File: config.mk
export PLATFORM = sky130hd
export DESIGN_NAME = meter_frame_receiver
export DESIGN_NICKNAME = d
export VERILOG_FILES = /design/src/hdl/mfr_pkg.sv /design/src/hdl/mfr_front.sv /design/src/hdl/mfr_queue.sv /design/src/hdl/mfr_back.sv /design/src/hdl/meter_frame_receiver.sv
export SDC_FILE = /design/constraint.sdc
export NUM_CORES = 1
export LEC_CHECK = 0
export BUFFER_PORTS_ARGS = -buffer_cell sky130_fd_sc_hd__clkbuf_2
export CAP_MARGIN = 30
export CORE_ASPECT_RATIO = 1.2
export CORE_MARGIN = 1
export CORE_UTILIZATION = 50
export CTS_CLUSTER_DIAMETER = 50
export DETAILED_ROUTE_END_ITERATION = 6
export PLACE_DENSITY = 0.75
export SETUP_SLACK_MARGIN = 0.1
export SYNTH_ARGS = -nofsm -noshare
export SYNTH_HDL_FRONTEND = slang
export SYNTH_SLANG_ARGS = --single-unit
File: constraint.sdc
create_clock -name aclk -period 10.5 [get_ports aclk]
set_input_delay 1.575 -clock aclk [delete_from_list [all_inputs] [get_ports aclk]]
set_output_delay 1.575 -clock aclk [all_outputs]
set_load 0.02 [all_outputs]
File: src/hdl/mfr_pkg.sv
// ----------------------------------------------------------------------------
// mfr_pkg: shared types and constants of the meter frame receiver
// Frame layout constants, the checksum seed, the register indexes and the
// parsed frame record that travels from the front end to the back end.
// ----------------------------------------------------------------------------
package mfr_pkg;

    localparam logic [7:0] RD_CMD      = 8'h58;
    localparam logic [7:0] HDR_BYTE    = 8'h55;
    localparam int         FRAME_LEN   = 23;
    localparam int         BODY_LEN    = FRAME_LEN - 1;
    localparam int         IDX_W       = $clog2(FRAME_LEN);
    localparam int         QUEUE_DEPTH = 2;

    localparam logic [31:0] CNT_WRAP_STEP = 32'h0100_0000;
    localparam logic [31:0] CNT_HIGH_MASK = 32'hFF00_0000;

    // Configuration register indexes.
    localparam int CFG_INDEX_W = 4;
    localparam logic [CFG_INDEX_W-1:0] REG_DEVICE_ADDRESS = 4'd0;
    localparam logic [CFG_INDEX_W-1:0] REG_DELTA_MODE     = 4'd1;
    localparam int CFG_DATA_W = 8;

    localparam int OUT_DATA_W = 152;

    // One parsed frame with a good checksum; the count is still raw.
    typedef struct packed {
        logic [7:0]         status_byte;
        logic [15:0]        freq_period;
        logic [23:0]        raw_count;
        logic signed [23:0] active_power;
        logic [23:0]        fast_current_rms;
        logic [23:0]        voltage_rms;
        logic [23:0]        current_rms;
    } mfr_frame_t;

    // Status of the back end, watched by the top level's checks.
    typedef struct packed {
        logic        pop;
        logic        total_update;
        logic [31:0] last_total;
    } mfr_back_stat_t;

    // Status of the queue.
    typedef struct packed {
        logic full;
        logic empty;
        logic push;
    } mfr_queue_stat_t;

endpackage

File: src/hdl/mfr_front.sv
// ----------------------------------------------------------------------------
// mfr_front: byte hunter and frame collector
// Hunts for the header, stores the frame body, checks the checksum and hands
// each good frame to the queue as one record.
// ----------------------------------------------------------------------------
module mfr_front (
    input  logic               aclk,
    input  logic               aresetn,
    input  logic               byte_valid,
    output logic               byte_ready,
    input  logic [7:0]         rx_byte,
    input  logic [1:0]         device_address,
    input  logic               queue_full,
    output logic               frame_push,
    output mfr_pkg::mfr_frame_t frame_rec
);
    import mfr_pkg::*;

    logic [IDX_W-1:0] idx_reg, idx_next;
    logic [7:0]       sum_reg, sum_next;
    logic [7:0]       body_reg [BODY_LEN];
    logic             at_check;
    logic             take;
    logic [7:0]       expect_sum;

    assign at_check   = (idx_reg == IDX_W'(BODY_LEN));
    // Only the checksum word can be held back, and only by a full queue.
    assign byte_ready = !(at_check && queue_full);
    assign take       = byte_valid && byte_ready;
    assign expect_sum = ~((RD_CMD | {6'd0, device_address}) + sum_reg);
    assign frame_push = take && at_check && (expect_sum == rx_byte);

    always_comb begin
        idx_next = idx_reg;
        sum_next = sum_reg;
        if (take) begin
            if (idx_reg == '0) begin
                if (rx_byte == HDR_BYTE) begin
                    idx_next = IDX_W'(1);
                    sum_next = rx_byte;
                end
            end else if (at_check) begin
                idx_next = '0;
                sum_next = '0;
            end else begin
                idx_next = idx_reg + IDX_W'(1);
                sum_next = sum_reg + rx_byte;
            end
        end
    end

    always_ff @(posedge aclk) begin
        if (!aresetn) begin
            idx_reg <= '0;
            sum_reg <= '0;
        end else begin
            idx_reg <= idx_next;
            sum_reg <= sum_next;
        end
    end

    always_ff @(posedge aclk) begin
        if (take && !at_check && (idx_reg != '0)) begin
            body_reg[idx_reg] <= rx_byte;
        end
    end

    always_comb begin
        frame_rec.current_rms      = {body_reg[3], body_reg[2], body_reg[1]};
        frame_rec.voltage_rms      = {body_reg[6], body_reg[5], body_reg[4]};
        frame_rec.fast_current_rms = {body_reg[9], body_reg[8], body_reg[7]};
        frame_rec.active_power     = {body_reg[12], body_reg[11], body_reg[10]};
        frame_rec.raw_count        = {body_reg[15], body_reg[14], body_reg[13]};
        frame_rec.freq_period      = {body_reg[17], body_reg[16]};
        frame_rec.status_byte      = body_reg[19];
    end

endmodule

File: src/hdl/mfr_queue.sv
// ----------------------------------------------------------------------------
// mfr_queue: short frame queue
// A small first-in first-out store of parsed frames between front and back.
// ----------------------------------------------------------------------------
module mfr_queue #(
    parameter int QueueDepth = mfr_pkg::QUEUE_DEPTH
) (
    input  logic                    aclk,
    input  logic                    aresetn,
    input  logic                    push,
    input  mfr_pkg::mfr_frame_t     push_data,
    input  logic                    pop,
    output mfr_pkg::mfr_frame_t     pop_data,
    output mfr_pkg::mfr_queue_stat_t stat
);
    import mfr_pkg::*;

    localparam int PtrW = (QueueDepth > 1) ? $clog2(QueueDepth) : 1;
    localparam int CntW = $clog2(QueueDepth + 1);

    mfr_frame_t      mem [QueueDepth];
    logic [PtrW-1:0] wr_ptr_reg, rd_ptr_reg;
    logic [CntW-1:0] cnt_reg;
    logic            do_push, do_pop;

    assign stat.full  = (cnt_reg == CntW'(QueueDepth));
    assign stat.empty = (cnt_reg == '0);
    assign stat.push  = do_push;
    assign do_push    = push && !stat.full;
    assign do_pop     = pop && !stat.empty;
    assign pop_data   = mem[rd_ptr_reg];

    always_ff @(posedge aclk) begin
        if (!aresetn) begin
            wr_ptr_reg <= '0;
            rd_ptr_reg <= '0;
            cnt_reg    <= '0;
        end else begin
            if (do_push) begin
                wr_ptr_reg <= (wr_ptr_reg == PtrW'(QueueDepth - 1)) ? '0
                                                                   : wr_ptr_reg + PtrW'(1);
            end
            if (do_pop) begin
                rd_ptr_reg <= (rd_ptr_reg == PtrW'(QueueDepth - 1)) ? '0
                                                                   : rd_ptr_reg + PtrW'(1);
            end
            if (do_push && !do_pop) begin
                cnt_reg <= cnt_reg + CntW'(1);
            end else if (do_pop && !do_push) begin
                cnt_reg <= cnt_reg - CntW'(1);
            end
        end
    end

    always_ff @(posedge aclk) begin
        if (do_push) begin
            mem[wr_ptr_reg] <= push_data;
        end
    end

endmodule

File: src/hdl/mfr_back.sv
// ----------------------------------------------------------------------------
// mfr_back: count extension and output register
// Extends the pulse count in total mode and holds the result word until the
// downstream side takes it.
// ----------------------------------------------------------------------------
module mfr_back (
    input  logic                     aclk,
    input  logic                     aresetn,
    input  logic                     queue_empty,
    input  mfr_pkg::mfr_frame_t      frame_rec,
    output logic                     frame_pop,
    input  logic                     delta_mode,
    output logic                     m_tvalid,
    input  logic                     m_tready,
    output logic [mfr_pkg::OUT_DATA_W-1:0] m_tdata,
    output mfr_pkg::mfr_back_stat_t  stat
);
    import mfr_pkg::*;

    logic                  out_valid_reg;
    logic [OUT_DATA_W-1:0] out_data_reg;
    logic [31:0]           last_total_reg, last_total_next;
    logic [31:0]           joined;
    logic [31:0]           count;

    assign frame_pop = !queue_empty && (!out_valid_reg || m_tready);

    always_comb begin
        joined = (last_total_reg & CNT_HIGH_MASK) | {8'd0, frame_rec.raw_count};
        if (joined < last_total_reg) begin
            last_total_next = joined + CNT_WRAP_STEP;
        end else begin
            last_total_next = joined;
        end
        count = delta_mode ? {8'd0, frame_rec.raw_count} : last_total_next;
    end

    always_ff @(posedge aclk) begin
        if (!aresetn) begin
            out_valid_reg  <= 1'b0;
            last_total_reg <= '0;
        end else begin
            if (frame_pop) begin
                out_valid_reg <= 1'b1;
            end else if (m_tready) begin
                out_valid_reg <= 1'b0;
            end
            if (frame_pop && !delta_mode) begin
                last_total_reg <= last_total_next;
            end
        end
    end

    always_ff @(posedge aclk) begin
        if (frame_pop) begin
            out_data_reg <= {frame_rec.status_byte, frame_rec.freq_period, count,
                             frame_rec.active_power, frame_rec.fast_current_rms,
                             frame_rec.voltage_rms, frame_rec.current_rms};
        end
    end

    assign m_tvalid           = out_valid_reg;
    assign m_tdata            = out_data_reg;
    assign stat.pop           = frame_pop;
    assign stat.total_update  = frame_pop && !delta_mode;
    assign stat.last_total    = last_total_reg;

endmodule

File: src/hdl/meter_frame_receiver.sv
// Result path: the checksum word of a good frame writes the frame into the queue;
// it then loads the output register once that register is free or being taken.
// Throughput: one input word per cycle; a frame is 23 words and yields at most
// one result word. Input stalls only on the checksum word while the queue is full.
// Reset: synchronous, active low; it clears the frame hunter, the queue, the
// output valid flag, the 32-bit running total and both configuration registers.
// ----------------------------------------------------------------------------
// meter_frame_receiver: serial frame parser of an energy metering chip
// Collects 23-word frames that start with the header 0x55, checks the
// inverted additive checksum and emits the measurement fields of each good
// frame, with the pulse count optionally extended to a 32-bit total.
// ----------------------------------------------------------------------------
module meter_frame_receiver #(
    parameter int QueueDepth = mfr_pkg::QUEUE_DEPTH
) (
    input  logic                            aclk,
    input  logic                            aresetn,
    // Input stream. s_tdata: rx_byte [7:0].
    input  logic                            s_tvalid,
    output logic                            s_tready,
    input  logic [7:0]                      s_tdata,
    // Result stream. m_tdata from bit 0 up: current_rms [23:0],
    // voltage_rms [47:24], fast_current_rms [71:48], active_power [95:72],
    // energy_count [127:96], freq_period [143:128], status_byte [151:144].
    output logic                            m_tvalid,
    input  logic                            m_tready,
    output logic [mfr_pkg::OUT_DATA_W-1:0]  m_tdata,
    // Configuration write channel. Index 0: device_address, 1: delta_mode.
    input  logic                            cfg_valid,
    output logic                            cfg_ready,
    input  logic [mfr_pkg::CFG_INDEX_W-1:0] cfg_index,
    input  logic [mfr_pkg::CFG_DATA_W-1:0]  cfg_data
);
    import mfr_pkg::*;

    // Configuration registers. Writes are always taken; an unknown index is
    // ignored and only the low bits that fit each register are kept.
    logic [1:0] device_address_reg;
    logic       delta_mode_reg;

    assign cfg_ready = 1'b1;

    always_ff @(posedge aclk) begin
        if (!aresetn) begin
            device_address_reg <= '0;
            delta_mode_reg     <= 1'b0;
        end else if (cfg_valid) begin
            case (cfg_index)
                REG_DEVICE_ADDRESS: device_address_reg <= cfg_data[1:0];
                REG_DELTA_MODE:     delta_mode_reg     <= cfg_data[0];
                default:            ;
            endcase
        end
    end

    // The front end hunts for headers and validates frames; every good frame
    // goes into the queue as one record. The back end drains the queue into
    // the output register; a stalled result blocks intake only via a full queue.
    mfr_frame_t      front_rec;
    mfr_frame_t      queue_rec;
    logic            front_push;
    logic            back_pop;
    mfr_queue_stat_t queue_stat;
    mfr_back_stat_t  back_stat;

    mfr_front u_front (
        .aclk           (aclk),
        .aresetn        (aresetn),
        .byte_valid     (s_tvalid),
        .byte_ready     (s_tready),
        .rx_byte        (s_tdata),
        .device_address (device_address_reg),
        .queue_full     (queue_stat.full),
        .frame_push     (front_push),
        .frame_rec      (front_rec)
    );

    mfr_queue #(
        .QueueDepth (QueueDepth)
    ) u_queue (
        .aclk      (aclk),
        .aresetn   (aresetn),
        .push      (front_push),
        .push_data (front_rec),
        .pop       (back_pop),
        .pop_data  (queue_rec),
        .stat      (queue_stat)
    );

    mfr_back u_back (
        .aclk        (aclk),
        .aresetn     (aresetn),
        .queue_empty (queue_stat.empty),
        .frame_rec   (queue_rec),
        .frame_pop   (back_pop),
        .delta_mode  (delta_mode_reg),
        .m_tvalid    (m_tvalid),
        .m_tready    (m_tready),
        .m_tdata     (m_tdata),
        .stat        (back_stat)
    );

    // A good frame must never be lost to a full queue.
    a_push_has_room: assert property (@(posedge aclk) disable iff (!aresetn)
        front_push |-> !queue_stat.full)
        else $error("frame pushed into a full queue");

    // Every push request of the front end is written into the queue.
    a_push_lands: assert property (@(posedge aclk) disable iff (!aresetn)
        front_push |-> queue_stat.push)
        else $error("frame push dropped by the queue");

    // Input back-pressure comes only from a full queue.
    a_stall_only_full: assert property (@(posedge aclk) disable iff (!aresetn)
        !s_tready |-> queue_stat.full)
        else $error("input stalled while the queue has room");

    // The running total moves only when a frame leaves the queue in total mode.
    a_total_update: assert property (@(posedge aclk) disable iff (!aresetn)
        !back_stat.total_update |=> $stable(back_stat.last_total))
        else $error("running total changed without a total-mode frame");

    // A frame is popped only when the output register is free or being taken.
    a_pop_slot: assert property (@(posedge aclk) disable iff (!aresetn)
        back_stat.pop |-> (!m_tvalid || m_tready))
        else $error("output word overwritten before it was taken");

endmodule

==> metrics.md, run 1 <==
| Metric | Value |
|---|---|
| CTS Buf Count | 59 |
| Number of global-route vias before repair | 10,800 |
| Die Height | 237 um |
| Count of clock tree sinks | 638 |
| Ratio of cells with drive above 1 in the final layout | 0.306 |
| CTS tree | yes |
| Area Overhead vs Synth | 16.3% |
| Status | finished, final reports clean |
| Final wirelength | 40,300 um |
| Avg Cell Area, Syn | 19.3 um^2 |
| Fmax achieved | 240 MHz |
| Post-CTS resize count | 0 |
| First-pass DRT Iterations | 5 |
| Post-synthesis register bit count | 638 |
| HP Class | register to register |
| Crit path DAT | 4.51 ns |
| Post-synth cell types | 63 |
| H-tree levels | 2 |
| Final hold violation count | 0 |
| CTS Hold Bufs | 0 |
| Multi-input logic area | 4180 um^2 |
| Initial standard-cell utilization of the core | 0.511 |
| CP required | 10.85 ns |
| Max clock buf depth | 3 |
| Leakage power | 9.21 nW |
| Ys async rst share | 0 |
| FILL cells | 3,238 |
| Post-Place Cell Area | 24,800 um^2 |
| CP startpoint kind | register |
| Total track usage | 0.175 |
| Clock Latency Late Sink | 0.59 ns |
| Min cycle time layout | 4.16 ns |
| Antenna violations before repair | 0 |
| Number of routed nets with antenna violations | 0 |
| PwrDens | 252 nW/um^2 |
| Die ar. | 47,000 um^2 |
| Routed len/inst | 19.5 um |
| Slew margin rel. | 0.415 |
| Placer congestion estimate | 0.771 |
| Crit Path Max Fanout | 60 |
| Via count | 10,700 |
| RSZ-0062 raised after global routing | no |
| Total gr overflow | 0 |
| Synth Net Count | 1,259 |
| Fin Setup TNS | 0 ns |
| Root Driver | clkbuf_16 |
| Critical Path End Type | register |
| I/O pin count | 180 |
| Final Max Tran Viols | 0 |
| Die Wd | 198 um |
| Post-synthesis instance total | 1,194 |
| Nets | 1,476 |
| Largest net degree at the start of global routing | 85 |
| Reg clk slew, reported paths | 0.06 ns |
| Synth Flop Type | edfxtp_1 |
| Avg Vias per Cell | 5.18 |
| Cell row count | 85 |
| Post CTS Setup Buffer Count | 0 |
| Diodes inserted | 0 |
| DRC Markers | 0 |
| Cell area after synthesis | 23,100 um^2 |
| Warnings from Yosys | 0 |
| Register area | 18,600 um^2 |
| PortBufs | 172 |
| Core Region | 45,200 um^2 |
| First-pass GRT wire length | 61,700 um |
| Endpoints failing setup | 0 |
| Worst Skew | 0.0100 ns |
| Sequential fraction of the synthesis area | 0.807 |
| VDD IR max | 0.000227 V |
| Fin cells | 2,068 |
| Layout Utilization | 0.594 |
| Worst slew pin tran | 0.877 ns |
| DP Wirelength | 23,600 um |
| Post-route cell area | 26,800 um^2 |
| Number of max-cap violations | 0 |
| Post-synth EDFFs | 584 |
| Number of flip-flops in the largest register | 288 |
| CP Class | register to register |
| Dpl cells | 1,957 |
| Final Cycle Share | 0.396 |
| Iteration-0 DRC Markers | 595 |
[layer usage]
layer	up-vias	routed length, um	GRT usage
li1	5008	-	-
met1	5409	17000	0.231
met2	221	20500	0.293
met3	84	1730	0.0308
met4	0	1120	0.0604
met5	-	0	0
[cell type report]
type,instances,share of cell area
inverter,36,0.00522
multi-input combinational,487,0.156
timing repair buffer,189,0.0418
tap,609,0.0284
sequential,638,0.694
clock inverter,43,0.0179
clock buffer,66,0.0572
[cell usage after synthesis (14+ instances only)]
| cell type | count | area [um^2] |
|---|---|---|
| ha_1 | 38 | 475 |
| nor2_1 | 21 | 78.8 |
| nand3_1 | 14 | 70.1 |
| dfxtp_1 | 54 | 1080 |
| nand2_1 | 28 | 105 |
| edfxtp_1 | 584 | 17500 |
| xnor2_1 | 17 | 149 |
| mux2i_1 | 32 | 320 |
| a21oi_1 | 22 | 110 |
| inv_1 | 36 | 135 |
| clkbuf_1 | 21 | 78.8 |
| and2_1 | 23 | 144 |
| mux2_2 | 143 | 1610 |
| nor2b_1 | 36 | 225 |
[cell families (layout without fill, tap and decap cells)]
| logic type | count (synthesis) | in the layout | share of synthesized area |
|---|---|---|---|
| flops | 638 | 638 | 0.807 |
| mux | 176 | 176 | 0.0843 |
| simple gates | 166 | 166 | 0.0404 |
| compound gates | 82 | 82 | 0.0250 |
| buf+inv | 69 | 334 | 0.0127 |
| fa+ha+maj | 40 | 40 | 0.0223 |
| xor+xnor | 22 | 22 | 0.00835 |
| other cells | 1 | 1 | 0.000162 |
[layout by cell type, fill, tap and decap left out, types with 3 or more instances in the layout]
cell and count:
a211oi_1 4, a21boi_0 5, a21o_1 12, a21oi_1 22
and2_1 22, and3_1 6, buf_16 6, buf_4 10
bufinv_16 9, clkbuf_1 5, clkbuf_16 60, clkbuf_2 172
clkinv_1 9, clkinv_2 15, clkinvlp_4 3, dfxtp_1 53
edfxtp_1 584, ha_1 38, inv_1 35, inv_6 3
mux2_2 143, mux2i_1 32, nand2_1 28, nand2b_1 10
nand3_1 14, nand4_1 3, nand4b_1 3, nor2_1 21
nor2b_1 35, nor3_1 5, nor4_1 3, o211a_1 3
o21ai_0 12, xnor2_1 17, xor2_1 5
[worst max-delay path: stages, from the launching register on]
cell and delay (ns):
dfxtp_4 0.52, buf_4 0.31, buf_16 0.33, mux2_2 0.42
ha_1 0.33, a211oi_1 0.26, nand2_1 0.12, a2111oi_2 0.44
o31ai_2 0.20, a21oi_2 0.59, a21oi_1 0.15, a31o_2 0.23
[where the power goes]
part           internal, mW  switching, mW  leakage, nW  total (mW)
Sequential             3.15          0.106         5.75        3.26
Clock                  1.28          0.898        0.990        2.17
Combinational         0.472          0.865         2.47        1.34
[per-stage QoR]
stage	hold slack (ns)	setup WS [ns]	power, mW
2_1_floorplan	0.421	1.01	4.26
3_3_place_gp	0.422	4.79	4.62
3_5_place_dp	0.429	5.03	4.66
4_1_cts	0.434	5.62	6.85
5_1_grt	0.438	6.11	7.05
6_report	0.437	6.34	6.77
[final timing paths]
kind	startpoint	end	slack [ns]	cells past startpoint
worst max-delay path	register	u_back.m_tdata[124]$_SDFFCE_PP0P_	6.34	11
worst min-delay path	u_front.body_reg[17][1]$_DFFE_PP_	u_queue.mem[1][129]$_DFFE_PP_	0.44	0
worst max register to register	register	u_back.m_tdata[124]$_SDFFCE_PP0P_	6.34	11
worst min register to register	u_front.body_reg[17][1]$_DFFE_PP_	u_queue.mem[1][129]$_DFFE_PP_	0.44	0
Note: power is estimated with default switching activity, not from simulation.
==> inputs of run 2 (changes only) <==
ABC_AREA = 1   (was not set)
PLACE_DENSITY = 0.78   (was 0.75)
clock period = 3.5 ns   (was 10.5 ns; I/O delays follow)
==> metrics.md, run 2 <==
| Metric | Value |
|---|---|
| Status | finished, final reports clean |
| Number of flip-flops in the largest register | 288 (unchanged) |
| Die ar. | 46,600 um^2 (-0.93%) |
| Startpoint of the worst hold path | cfg_index[0] |
| Worst R2R Start | u_front.sum_reg[1]$_SDFFE_PN0P_ |
| Antenna violations before repair | 0 (unchanged) |
| CP max stage delay | 0.43 ns (-0.16 ns) |
| Diodes inserted | 0 (unchanged) |
| Synth Flop Type | edfxtp_1 |
| Total track usage | 0.187 (+0.0125) |
| Post CTS Setup Buffer Count | 0 (unchanged) |
| Ratio of cells with drive above 1 in the final layout | 0.164 (-0.141) |
| Switching share of power | 0.319 (+0.0434) |
| Crit Path Max Fanout | 88 (+47%) |
| Tightest hold margin | 0.235 ns (-0.202 ns) |
| Min cycle time layout | 2.90 ns (-1.26 ns) |
| Synth area leaders | edfxtp_1, nand2_1, dfxtp_1 |
| Final wirelength | 43,500 um (+7.8%) |
| Reg clk slew, reported paths | 0.06 ns (about the same) |
| Number of max-cap violations | 0 (unchanged) |
| Crit path DAT | 3.11 ns (-1.40 ns) |
| Sequential fraction of the synthesis area | 0.814 (+0.00764) |
| Int Pwr | 14.8 mW (+200%) |
| Area Overhead vs Synth | 15.7% |
| Clock Latency Late Sink | 0.59 ns (about the same) |
| CP startpoint kind | register |
| Warnings from Yosys | 0 (unchanged) |
| Reg2reg path depth | 12 (+1) |
| Cell area after synthesis | 22,900 um^2 (-0.94%) |
| Nets | 1,830 (+24%) |
| CTS Hold Bufs | 0 (unchanged) |
| Comb pwr share | 0.241 (+0.043) |
| Commonest non-fill, non-tap cells in the layout | edfxtp_1, nand2_1, clkbuf_2 |
| Worst R2R Setup Slack | 0.60 ns (-5.74 ns) |
| Via count | 12,300 (+15%) |
| First-pass GRT wire length | 66,200 um (+7.3%) |
| DRC Markers | 0 (unchanged) |
| Count leader, synth | edfxtp_1 |
| Largest net degree at the start of global routing | 157 (+85%) |
| Most frequent CP cell | nand2_1 |
| Total gr overflow | 0 (unchanged) |
| HP Class | input pin to register |
| RSZ-0062 raised after global routing | no |
| Register share of total power | 0.475 (-0.006) |
| Worst setup path start | u_front.sum_reg[1]$_SDFFE_PN0P_ |
| Max stage delay cell, worst path | dfxtp_1 |
| Commonest non-fill, non-tap cell in the layout | edfxtp_1 |
| Final Max Tran Viols | 0 (unchanged) |
| RR Endpoint | u_queue.mem[0][45]$_DFFE_PP_ |
| Leakage power | 9.97 nW (+8.3%) |
| Total net switching power | 6.96 mW (+270%) |
| Hold Path Depth | 3 (+3) |
| Number of global-route vias before repair | 12,100 (+12%) |
| Total chip power | 21.8 mW (+220%) |
| Post-synth EDFFs | 584 (unchanged) |
| Final hold violation count | 0 (unchanged) |
| Ys async rst share | 0 (unchanged) |
| Synth Net Count | 1,622 (+29%) |
| Routed len/inst | 18.0 um (-8.0%) |
| Max clock buf depth | 3 (unchanged) |
| Fmax achieved | 345 MHz (+44%) |
| Endpoints failing setup | 0 (unchanged) |
| CTS Buf Count | 58 (-1.7%) |
| Layout Utilization | 0.588 (-0.00551) |
| Die Height | 236 um (-0.47%) |
| First-pass DRT Iterations | 5 (unchanged) |
| CP required | 3.71 ns (-7.14 ns) |
| CP Class | register to register |
| Clock power frac | 0.284 (-0.037) |
| Area leader, netlist | edfxtp_1 |
| Slew margin rel. | 0.297 (-0.118) |
| Avg Vias per Cell | 5.07 (-2.2%) |
| Post-synth cell types | 35 (-44%) |
| VDD IR max | 0.00137 V (+500%) |
| I/O pin count | 180 (unchanged) |
| H-tree levels | 2 (unchanged) |
| CTS tree | yes |
| Final Cycle Share | 0.828 (+0.432) |
| Worst Skew | 0.0184 ns (+0.00839 ns) |
| Buffer and inverter count on the worst path | 3 (+1) |
| Cell row count | 85 (unchanged) |
| DP Wirelength | 25,700 um (+9.0%) |
| Hold EP | delta_mode_reg$_SDFFE_PN0P_ |
| Count of clock tree sinks | 638 (unchanged) |
| Critical Path, Cell by Cell | inv_1 > fa_2 > inv_1 > nand2_1 > nand2_1 > nand2_1 > xnor2_1 > nand4_1 > nor3_1 > nand3_2 > nor2_4 > buf_12 |
| Root Driver | clkbuf_16 |
| Post-CTS resize count | 0 (unchanged) |
| CP top delay family | simple AND/OR/NAND/NOR gates |
| Avg Cell Area, Syn | 14.7 um^2 (-24%) |
| PortBufs | 172 (unchanged) |
| Initial standard-cell utilization of the core | 0.508 (-0.00240) |
| Core Region | 45,000 um^2 (-0.47%) |
| PwrDens | 824 nW/um^2 (+230%) |
| Worst slew pin tran | 1.05 ns (+0.177 ns) |
| Top cells by count, synth | edfxtp_1, nand2_1, inv_1 |
| Post-synthesis register bit count | 638 (unchanged) |
| Critical Path End Type | register |
| Die Wd | 197 um (-0.46%) |
| Placer congestion estimate | 0.792 (+2.7%) |
| Post-synthesis instance total | 1,557 (+30%) |
| Number of routed nets with antenna violations | 0 (unchanged) |
| Top-area cell type share of the netlist area | 0.767 (+0.00719) |
| Iteration-0 DRC Markers | 893 (+50%) |
-- run 2: cell types whose count changed in the layout (fill, tap and decap cells not counted), sizes merged, moves of 23 or more --
cell and change:
nor2b -36, mux2i -33, inv +49, o21ai +38, nand2 +474, and2 -23, a21oi +52, mux2 -143
-- run 2: cell families (layout without fill, tap and decap cells) --
logic type / Yosys count / count (layout) / share of synthesized area
AO/OA/AOI/OAI: 138 / 138 / 0.0322
flip-flops: 638 / 638 / 0.814
other: 1 / 1 / 0.000164
adder cells (fa/ha/maj): 40 / 40 / 0.0225
XOR/XNOR: 18 / 18 / 0.00690
AND/OR/NAND/NOR: 594 / 594 / 0.102
buffers and inverters: 128 / 384 / 0.0218
-- run 2: cell type report --
type	count	area, um^2
clock buffer	77	1570
clock inverter	31	319
fill	3344	18500
inverter	83	314
multi-input combinational	791	3790
sequential	638	18600
tap	609	762
timing repair buffer	193	1080
-- run 2: worst max path at each step --
stage,cells after the start,to
finish,12,u_queue.mem[0][45]$_DFFE_PP_
global route,12,u_queue.mem[1][87]$_DFFE_PP_
CTS,12,u_queue.mem[1][80]$_DFFE_PP_
detailed placement,12,u_back.m_tdata[127]$_SDFFCE_PP0P_
global placement,12,u_back.m_tdata[121]$_SDFFCE_PP0P_
floorplan,11,u_queue.mem[1][0]$_DFFE_PP_
-- run 2: stage by stage --
stage	std cells	worst slack [ns]	setup TNS, ns	area [um^2]
final	2422	0.601	0	26500
after global routing	2422	0.399	0	26500
after CTS	2422	0.596	0	26500
after detailed placement	2314	0.610	0	24600
after global placement	2314	0.697	0	24600
after floorplan	1557	-0.723	-228.20	22900
-- run 2: layer usage --
layer  GRT usage  up-vias  routed length, um  share of wire
met5           0        -                  0              0
met4      0.0806        0               1630          0.038
met3      0.0247       91               2200          0.051
met2       0.317      377              22100           0.51
met1       0.243     5938              17600           0.40
li1            -     5880                  -              -
-- run 2: power groups by stage --
stage	Sequential, mW	Clock, mW	Combinational [mW]
3_5_place_dp	10.5	0	5.29
4_1_cts	10.4	6.29	5.35
2_1_floorplan	11.5	0	2.45
3_3_place_gp	10.5	0	5.15
5_1_grt	10.4	6.57	5.83
6_report	10.4	6.18	5.26
-- run 2: worst register-to-register path, delay by kind of cell, from the launching register on --
kind / cells / cell delay [ns]
flops: 1 / 0.43
buf+inv: 3 / 0.53
xor+xnor: 1 / 0.14
simple gates: 7 / 0.90
fa+ha+maj: 1 / 0.37
